**src/rtl/core/gpf_pkg.sv**
```systemverilog
// ----------------------------------------------------------------------------
// gpf_pkg
// shared types and sequencer codes for the greatest prime factor block
// ----------------------------------------------------------------------------
package gpf_pkg;

    typedef logic [1:0] state_t;

    localparam state_t S_IDLE = 2'd0;
    localparam state_t S_DIV  = 2'd1;
    localparam state_t S_EVAL = 2'd2;
    localparam state_t S_DONE = 2'd3;

endpackage

```
**src/rtl/core/greatest_prime_factor_top.sv**
```systemverilog
// ----------------------------------------------------------------------------
// greatest_prime_factor_top
// greatest prime factor by trial division over one shared restoring divider
//
// channel  dir  signals                       word contents (low bit up)
// s_*      in   s_tvalid s_tready s_tdata     value [WIDTH-1:0], zero pad
// m_*      out  m_tvalid m_tready m_tdata     largest_factor [WIDTH-1:0], zero pad
//
// each trial division runs WIDTH shift/subtract steps on the shared divider,
// followed by the evaluate state; an item takes one trial division per trial
// divisor plus one per factor found, up to roughly 2^(WIDTH/2-1) trials for a
// large prime input
// s_tready is high only while the sequencer is idle; one word is in flight
// a finished word waits in the output register while the next word is taken
// reset is asynchronous, active low, and clears all control state
// ----------------------------------------------------------------------------
module greatest_prime_factor_top
    import gpf_pkg::*;
#(
    parameter int WIDTH = 32,
    localparam int TDATA_W = ((WIDTH + 7) / 8) * 8
)
(
    input  logic               clk,
    input  logic               rst_n,
    input  logic               s_tvalid,
    output logic               s_tready,
    input  logic [TDATA_W-1:0] s_tdata,   // value
    output logic               m_tvalid,
    input  logic               m_tready,
    output logic [TDATA_W-1:0] m_tdata    // largest_factor
);

    localparam int CNT_W   = $clog2(WIDTH);
    localparam logic [CNT_W-1:0] CNT_LAST = CNT_W'(WIDTH - 1);
    localparam logic [WIDTH-1:0] TWO   = WIDTH'(2);
    localparam logic [WIDTH-1:0] THREE = WIDTH'(3);

    state_t             state_reg, state_next;
    logic [WIDTH-1:0]   n_reg, n_next;
    logic [WIDTH-1:0]   d_reg, d_next;
    logic [WIDTH-1:0]   best_reg, best_next;
    logic [WIDTH-1:0]   rem_reg, rem_next;
    logic [WIDTH-1:0]   quo_reg, quo_next;
    logic [CNT_W-1:0]   cnt_reg, cnt_next;
    logic               ovld_reg, ovld_next;
    logic [WIDTH-1:0]   odata_reg, odata_next;

    logic [WIDTH-1:0]   in_value;
    logic [WIDTH:0]     shifted;
    logic               fits;

    assign in_value = s_tdata[WIDTH-1:0];
    assign s_tready = (state_reg == S_IDLE);
    assign m_tvalid = ovld_reg;
    assign m_tdata  = TDATA_W'(odata_reg);

    // one restoring divide step
    assign shifted = {rem_reg, quo_reg[WIDTH-1]};
    assign fits    = (shifted >= {1'b0, d_reg});

    always_comb
    begin
        state_next = state_reg;
        n_next     = n_reg;
        d_next     = d_reg;
        best_next  = best_reg;
        rem_next   = rem_reg;
        quo_next   = quo_reg;
        cnt_next   = cnt_reg;
        ovld_next  = ovld_reg;
        odata_next = odata_reg;

        if (ovld_reg && m_tready)
        begin
            ovld_next = 1'b0;
        end

        case (state_reg)
            S_IDLE:
            begin
                if (s_tvalid)
                begin
                    n_next = in_value;
                    if (in_value < TWO)
                    begin
                        best_next  = in_value;
                        state_next = S_DONE;
                    end
                    else
                    begin
                        best_next  = WIDTH'(1);
                        d_next     = TWO;
                        rem_next   = '0;
                        quo_next   = in_value;
                        cnt_next   = CNT_LAST;
                        state_next = S_DIV;
                    end
                end
            end
            S_DIV:
            begin
                if (fits)
                begin
                    rem_next = WIDTH'(shifted - {1'b0, d_reg});
                end
                else
                begin
                    rem_next = shifted[WIDTH-1:0];
                end
                quo_next = {quo_reg[WIDTH-2:0], fits};
                cnt_next = cnt_reg - 1'b1;
                if (cnt_reg == '0)
                begin
                    state_next = S_EVAL;
                end
            end
            S_EVAL:
            begin
                // quo_reg = n / d, rem_reg = n % d
                if (d_reg > quo_reg)
                begin
                    // divisor squared passed the remaining value n
                    if (n_reg > WIDTH'(1))
                    begin
                        best_next = n_reg;
                    end
                    state_next = S_DONE;
                end
                else
                begin
                    rem_next   = '0;
                    cnt_next   = CNT_LAST;
                    state_next = S_DIV;
                    if (rem_reg == '0)
                    begin
                        // divide the factor out and retry the same divisor
                        best_next = d_reg;
                        n_next    = quo_reg;
                        quo_next  = quo_reg;
                    end
                    else
                    begin
                        d_next   = (d_reg == TWO) ? THREE : d_reg + TWO;
                        quo_next = n_reg;
                    end
                end
            end
            S_DONE:
            begin
                if (!ovld_reg || m_tready)
                begin
                    ovld_next  = 1'b1;
                    odata_next = best_reg;
                    state_next = S_IDLE;
                end
            end
            default:
            begin
                state_next = S_IDLE;
            end
        endcase
    end

    always_ff @(posedge clk or negedge rst_n)
    begin
        if (!rst_n)
        begin
            state_reg <= S_IDLE;
            ovld_reg  <= 1'b0;
            cnt_reg   <= '0;
        end
        else
        begin
            state_reg <= state_next;
            ovld_reg  <= ovld_next;
            cnt_reg   <= cnt_next;
        end
    end

    always_ff @(posedge clk)
    begin
        n_reg     <= n_next;
        d_reg     <= d_next;
        best_reg  <= best_next;
        rem_reg   <= rem_next;
        quo_reg   <= quo_next;
        odata_reg <= odata_next;
    end

    a_busy_after_accept: assert property (@(posedge clk) disable iff (!rst_n)
        (s_tvalid && s_tready) |=> !s_tready)
        else $error("input taken while sequencer busy");

    a_divisor_floor: assert property (@(posedge clk) disable iff (!rst_n)
        (state_reg == S_DIV) |-> (d_reg >= TWO))
        else $error("trial divisor below two");

    a_rem_bound: assert property (@(posedge clk) disable iff (!rst_n)
        (state_reg == S_EVAL) |-> (rem_reg < d_reg))
        else $error("divider remainder not below divisor");

    a_out_from_done: assert property (@(posedge clk) disable iff (!rst_n)
        $rose(ovld_reg) |-> $past(state_reg == S_DONE))
        else $error("result word raised outside done state");

endmodule

```
**config.mk**
```make
export PLATFORM = sky130hd
export DESIGN_NAME = greatest_prime_factor_top
export DESIGN_NICKNAME = d
export VERILOG_FILES = /design/src/rtl/core/gpf_pkg.sv /design/src/rtl/core/greatest_prime_factor_top.sv
export SDC_FILE = /design/constraint.sdc
export NUM_CORES = 1
export LEC_CHECK = 0
export ABC_AREA = 1
export BUFFER_PORTS_ARGS = -buffer_cell sky130_fd_sc_hd__buf_2
export CAP_MARGIN = 20
export CORE_MARGIN = 1.5
export CORE_UTILIZATION = 36
export CTS_CLUSTER_DIAMETER = 150
export DETAILED_ROUTE_END_ITERATION = 16
export PLACE_DENSITY = 0.58
export SETUP_SLACK_MARGIN = 0.05
export SYNTH_ARGS = -nofsm -noshare
export SYNTH_HDL_FRONTEND = slang
export SYNTH_SLANG_ARGS = --single-unit
```
**constraint.sdc**
```tcl
create_clock -name clk -period 4.5 [get_ports clk]
set_input_delay 0.9 -clock clk [delete_from_list [all_inputs] [get_ports clk]]
set_output_delay 0.9 -clock clk [all_outputs]
set_load 0.03 [all_outputs]
```
==> results of run 1 <==
==> worst max-delay path, stage by stage, from the launching register on <==
cell      delay (ns)
edfxtp_1        0.55
ha_1            0.38
nand2_1         0.08
nand2_1         0.06
nand2_1         0.06
nand2_1         0.05
nand2_1         0.07
nand2_1         0.07
nand2_1         0.06
nand2_1         0.09
nand2_1         0.08
nand2_1         0.08
nand3_1         0.47
nand3_1         0.35
inv_2           0.15
buf_4           0.45
==> metal layers <==
metal | vias up | GRT usage [%] | share of wire, %
li1 | 5303 | - | -
met1 | 5115 | 27.7 | 45
met4 | 0 | 7.75 | 2.8
met2 | 374 | 33.3 | 46
met5 | - | 0 | 0
met3 | 53 | 3.20 | 5.8
==> stage by stage <==
step	setup slack [ns]	hold slack, ns	area (sq um)
2_1_floorplan	1.04	0.400	12700
3_3_place_gp	0.868	0.402	13500
3_5_place_dp	0.804	0.406	13500
4_1_cts	1.03	0.274	14000
5_1_grt	0.840	0.278	14100
6_report	1.06	0.275	14100
==> cells by family (layout without fill, tap and decap cells) <==
| logic type | after synthesis | after routing | synth area share [%] |
|---|---|---|---|
| DFF | 200 | 200 | 47.0 |
| and+or+nand+nor | 669 | 669 | 22.7 |
| xor gates and xnor gates | 33 | 33 | 2.28 |
| AOI/OAI and AO/OA | 300 | 300 | 12.8 |
| buffers and inverters | 251 | 323 | 8.09 |
| adders and majority gates | 72 | 72 | 7.15 |
==> layout by cell type, fill, tap and decap left out, types with 4 or more instances in the layout <==
cell / instances
nand3_1: 56
ha_1: 70
inv_6: 7
inv_1: 203
buf_4: 12
dfrtp_1: 8
o21ai_0: 120
edfxtp_1: 192
a22oi_1: 31
nor2_2: 7
nand3b_1: 10
nor3_1: 26
nand4_1: 41
o22ai_1: 4
nand2_2: 9
o21bai_1: 5
clkbuf_16: 17
nor4_1: 17
buf_2: 69
nor2_1: 173
nand2_1: 322
xnor2_1: 6
a21oi_1: 128
xor2_1: 27
==> final timing paths <==
check                        startpoint          end  slack, ns  cells after the start
max                            d_reg[1]  rem_reg[10]       1.06                     15
min                               rst_n     m_tvalid       0.28                      1
max reg2reg                    d_reg[1]  rem_reg[10]       1.06                     15
min reg2reg                best_reg[24]  m_tdata[24]       0.42                      0
max in group asynchronous         rst_n   cnt_reg[3]       4.05                      1
min in group clk           best_reg[24]  m_tdata[24]       0.42                      0
==> final cells by class <==
type,instances,area (sq um),share of cell area (%)
repair buffers,83,483,3.43
multi-input cells,1074,5730,40.6
inverters,208,786,5.57
clock buffers,17,425,3.02
flip-flops and latches,200,5970,42.3
clock inverters,15,136,0.968
well taps,455,569,4.04
==> power by group <==
group	total (mW)	leakage [nW]	switching, mW	internal, mW
Sequential	3.99	2.00	0.603	3.39
Combinational	6.89	3.86	4.76	2.14
Clock	1.51	0.272	0.782	0.732
Total	12.4	6.13	6.14	6.26
==> results by group, run 1 <==
Clocking
  • Hold-fix buffers, CTS: 0
  • CTS resizes: 0
  • CTS max path bufs: 2
  • CTS tree: done
  • Clk sinks: 200
  • Worst skew pair latency: 0.45 ns
  • Clock-pin slew of the registers on the worst-case setup and hold paths: 0.08 ns
  • Root buffer cell: clkbuf_16
  • Setup Buffers After CTS: 0
  • CTS Buf Count: 17
  • H-tree levels: 4

Route
  • Final wirelength: 36900 um
  • Initial DRC count: 1059
  • Via density: 5.29
  • Post-route ant nets: 0
  • Post-route DRC violation count: 0
  • Drt wl/cell: 18.0 um
  • Detailed Routing Iterations Pass 1: 6
  • Routed vias: 10800

Synthesis
  • Yosys warns: 0
  • #FFs+latches synth: 200
  • Post-synthesis async set-or-reset flop share: 4.00%
  • Syn nets: 1633
  • Register area share after synthesis: 47.0%
  • Top cells by area, synth: edfxtp_1, nand2_1, ha_1
  • Synth cell types: 42
  • Cell taking the most area after synthesis: edfxtp_1
  • Post-synth EDFFs: 192
  • Top cell type's share of synthesized area: 45.4%
  • Mapped cell area: 12700 sq um
  • Most frequent cell after synthesis: nand2_1
  • Avg Inst Size Synth: 8.33 sq um
  • Mapped Cells: 1525
  • Main synth FF type: edfxtp_1
  • Synth top cells by count: nand2_1, inv_1, edfxtp_1

Critical path
  • Critical Path RT: 4.59 ns
  • WS Path Type: reg -> reg
  • Arrival time worst endpoint: 3.53 ns
  • CP startpoint kind: flop
  • CP Capture Type: flop
  • Crit Path Max Fanout: 36

Global route
  • Largest net degree at the start of global routing: 63
  • First-pass GRT wire length: 57400 um
  • Tot GR Track Use: 20.6%
  • Initial antenna violation count: 0
  • GR Overflow Total: 0
  • Vias in the first global route: 10400

Finish
  • Nets: 1692
  • Finished Core Util: 40.7%
  • Final Instance Count excl. Fillers: 2052
  • Area Overhead vs Synth: 11.0%
  • Diode count: 0
  • Layout cell share with drive strength beyond 1: 8.95%
  • Filler cells: 3529

Flow run
  • Max Cap Viol: 0

Place
  • Dpl hpwl: 28500 um
  • # port buffers: 69
  • Routability Congestion: 0.905
  • Placed Cells: 2018

Floorplanning
  • Die width: 191 um
  • Io pins: 70
  • Total core area: 34600 sq um
  • FP Rows: 68
  • Initial Utilization: 36.7%
  • Die footprint: 36400 sq um
  • Die Height: 191 um

Outcome
  • Outcome: complete, no violations

Min path
  • Worst min path class: in -> async

Timing
  • Actual slew at the worst max-slew pin: 1.07 ns
  • Final Hold Viols: 0
  • Max Fclk: 291 MHz
  • Clk_skew: 0.0106 ns
  • TNS Setup: 0 ns
  • Unrepaired setup endpoints after global routing: false
  • Post-layout min period: 3.44 ns
  • Slew Limit Fails: 0
  • Setup violators final: 0
  • Tcrit/Tclk final: 76.5%
  • Rel. slew slack: 28.5%

Pwr
  • Power Dens Cells: 880 nW/um^2
  • LEAKAGE: 6.13 nW
  • Tot Pwr: 12.4 mW
  • Worst VDD drop: 0.328 mV
Note: power is estimated with default switching activity, not from simulation.
==> run 2, diff against run 1 <==
clock period = 3.4 ns   (was 4.5 ns; I/O delays follow)
==> run 2 against run 1 <==
Compared with the run above:
- maximum frequency increased by 13%
- die area is the same
- global-route usage is 0.25 points lower
- clock skew grew 0.0018 ns
- routed wire length down 0.79%
- flip-flop and latch count unchanged
- combinational power is 35% higher
- cell area up 0.38%
- sequential share of layout area down 0.16 points
- core utilization up 0.16 points
- via count up 0.29%
- critical endpoint is now rem_reg[2]
- highest routed layer unchanged
==> results by group, run 2 (same netlist as run 1, synthesis figures left out) <==
Timing
  • Actual slew at the worst max-slew pin: 0.955 ns (-0.118 ns)
  • Final Hold Viols: 0 (unchanged)
  • TNS Setup: 0 ns (unchanged)
  • Setup violators final: 0 (unchanged)
  • Unrepaired setup endpoints after global routing: false
  • Tcrit/Tclk final: 89.9% (+13 points)
  • Rel. slew slack: 36.2% (+7.8 points)
  • Slew Limit Fails: 0 (unchanged)
  • Max Fclk: 327 MHz (+13%)
  • Post-layout min period: 3.06 ns (-0.386 ns)
  • Clk_skew: 0.0124 ns (+0.00182 ns)

Clocking
  • CTS max path bufs: 2 (unchanged)
  • Worst skew pair latency: 0.44 ns (about the same)
  • Hold-fix buffers, CTS: 0 (unchanged)
  • Clock-pin slew of the registers on the worst-case setup and hold paths: 0.07 ns (about the same)
  • CTS Buf Count: 17 (unchanged)
  • CTS resizes: 0 (unchanged)
  • CTS tree: done
  • Setup Buffers After CTS: 0 (unchanged)
  • H-tree levels: 4 (unchanged)
  • Clk sinks: 200 (unchanged)
  • Root buffer cell: clkbuf_16

Finish
  • Register Area: 5970 sq um (unchanged)
  • Area Overhead vs Synth: 11.4%
  • Most frequent cells in the layout: nand2_1, inv_1, edfxtp_1
  • Layout cell share with drive strength beyond 1: 9.23% (+0.27 points)
  • Multi-input logic area: 5730 sq um (unchanged)
  • Filler cells: 3503 (-0.74%)
  • Final Cell Area: 14100 sq um (+0.38%)
  • Commonest non-fill, non-tap cell in the layout: nand2_1
  • Diode count: 0 (unchanged)
  • Nets: 1699 (+0.41%)

Place
  • Placement Cell Area: 13600 sq um (+0.97%)
  • Routability Congestion: 0.965 (+6.7%)
  • Dpl hpwl: 28400 um (-0.37%)
  • # port buffers: 69 (unchanged)

Critical path
  • Worst path depth: 13 (-2)
  • CP Capture Type: flop
  • Critical Path RT: 3.70 ns (-0.89 ns)
  • Crit Path Max Fanout: 25 (-31%)
  • CP peak stage delay: 0.56 ns (about the same)
  • Critical Path Start: d_reg[8]
  • WS Path Type: reg -> reg
  • Top delay family on crit path: simple AND/OR/NAND/NOR gates
  • Slowest CP cell: nor2_4
  • RR Startpoint: d_reg[8]
  • FF-to-FF path depth: 13 (-2)
  • Arrival time worst endpoint: 3.36 ns (-0.17 ns)
  • Cell Chain, Critical Path: inv_1 -> ha_1 -> nand2_1 -> nor2_1 -> nand2_1 -> nor2_2 -> nand3_1 -> nand2_1 -> nor2_4 -> nand2_8 -> inv_6 -> nor2_1 -> nor2_1
  • CP startpoint kind: flop
  • CP bufs+invs: 2 (unchanged)

Floorplanning
  • Total core area: 34600 sq um (unchanged)
  • FP Rows: 68 (unchanged)
  • Die Height: 191 um (unchanged)
  • Initial Utilization: 36.7% (unchanged)
  • Io pins: 70 (unchanged)
  • Die width: 191 um (unchanged)
  • Die footprint: 36400 sq um (unchanged)

Global route
  • Initial antenna violation count: 0 (unchanged)
  • GR Overflow Total: 0 (unchanged)
  • First-pass GRT wire length: 57000 um (-0.60%)
  • Vias in the first global route: 10300 (-0.71%)
  • Largest net degree at the start of global routing: 65 (+3.2%)
  • Tot GR Track Use: 20.4% (-0.25 points)

Min path
  • Worst min path class: in -> async

Route
  • Post-route ant nets: 0 (unchanged)
  • Drt wl/cell: 17.8 um (-1.1%)
  • Routed vias: 10900 (+0.29%)
  • Final wirelength: 36600 um (-0.79%)
  • Via density: 5.28 (about the same)
  • Detailed Routing Iterations Pass 1: 8 (+2)
  • Post-route DRC violation count: 0 (unchanged)
  • Initial DRC count: 1411 (+33%)

Pwr
  • Power Dens Cells: 1170 nW/um^2 (+32%)
  • Worst VDD drop: 0.442 mV (+35%)
  • LEAKAGE: 6.14 nW (+0.13%)

Flow run
  • Max Cap Viol: 0 (unchanged)

Outcome
  • Outcome: complete, no violations
==> run 2: worst paths after layout <==
path,end,slack (ns)
min in group clk,m_tdata[21],0.42
max reg2reg,rem_reg[2],0.34
max in group asynchronous,cnt_reg[0],3.15
max,rem_reg[2],0.34
min reg2reg,m_tdata[21],0.42
min,cnt_reg[4],0.07
==> run 2: final cells by class <==
cell class                 instances  share of cell area (%)
sequential                       200                    42.2
tap                              455                    4.02
clock inverter                    12                   0.681
multi-input combinational       1074                    40.5
timing repair buffer              90                    4.00
inverter                         208                    5.55
clock buffer                      20                    3.09
==> run 2: layer usage <==
layer	global-route usage, %	vias to the layer above	part of all wire, %
li1	-	5321	-
met2	32.1	414	45
met1	28.7	5091	47
met5	0	-	0
met4	6.63	0	2.6
met3	2.69	50	5.8
==> run 2: where the power goes <==
part           switching (mW)  internal, mW  leakage (nW)
combinational            6.37          2.92          3.90
clock                   0.968         0.948         0.242
sequential              0.807          4.48          2.00
total                    8.14          8.35          6.14
==> run 2: stage by stage <==
| stage | hold WS (ns) | instances | total power [mW] | utilization (%) | worst slack (ns) |
|---|---|---|---|---|---|
| after floorplan | 0.384 | 1525 | 11.8 | - | 0.115 |
| after global placement | 0.403 | 2027 | 14.4 | 39.3 | 0.356 |
| after detailed placement | 0.405 | 2027 | 14.5 | 39.3 | 0.400 |
| after CTS | 0.0662 | 2059 | 16.4 | 40.9 | 0.386 |
| after global routing | 0.0632 | 2059 | 17.8 | 40.9 | 0.148 |
| final | 0.0715 | 2059 | 16.5 | 40.9 | 0.344 |
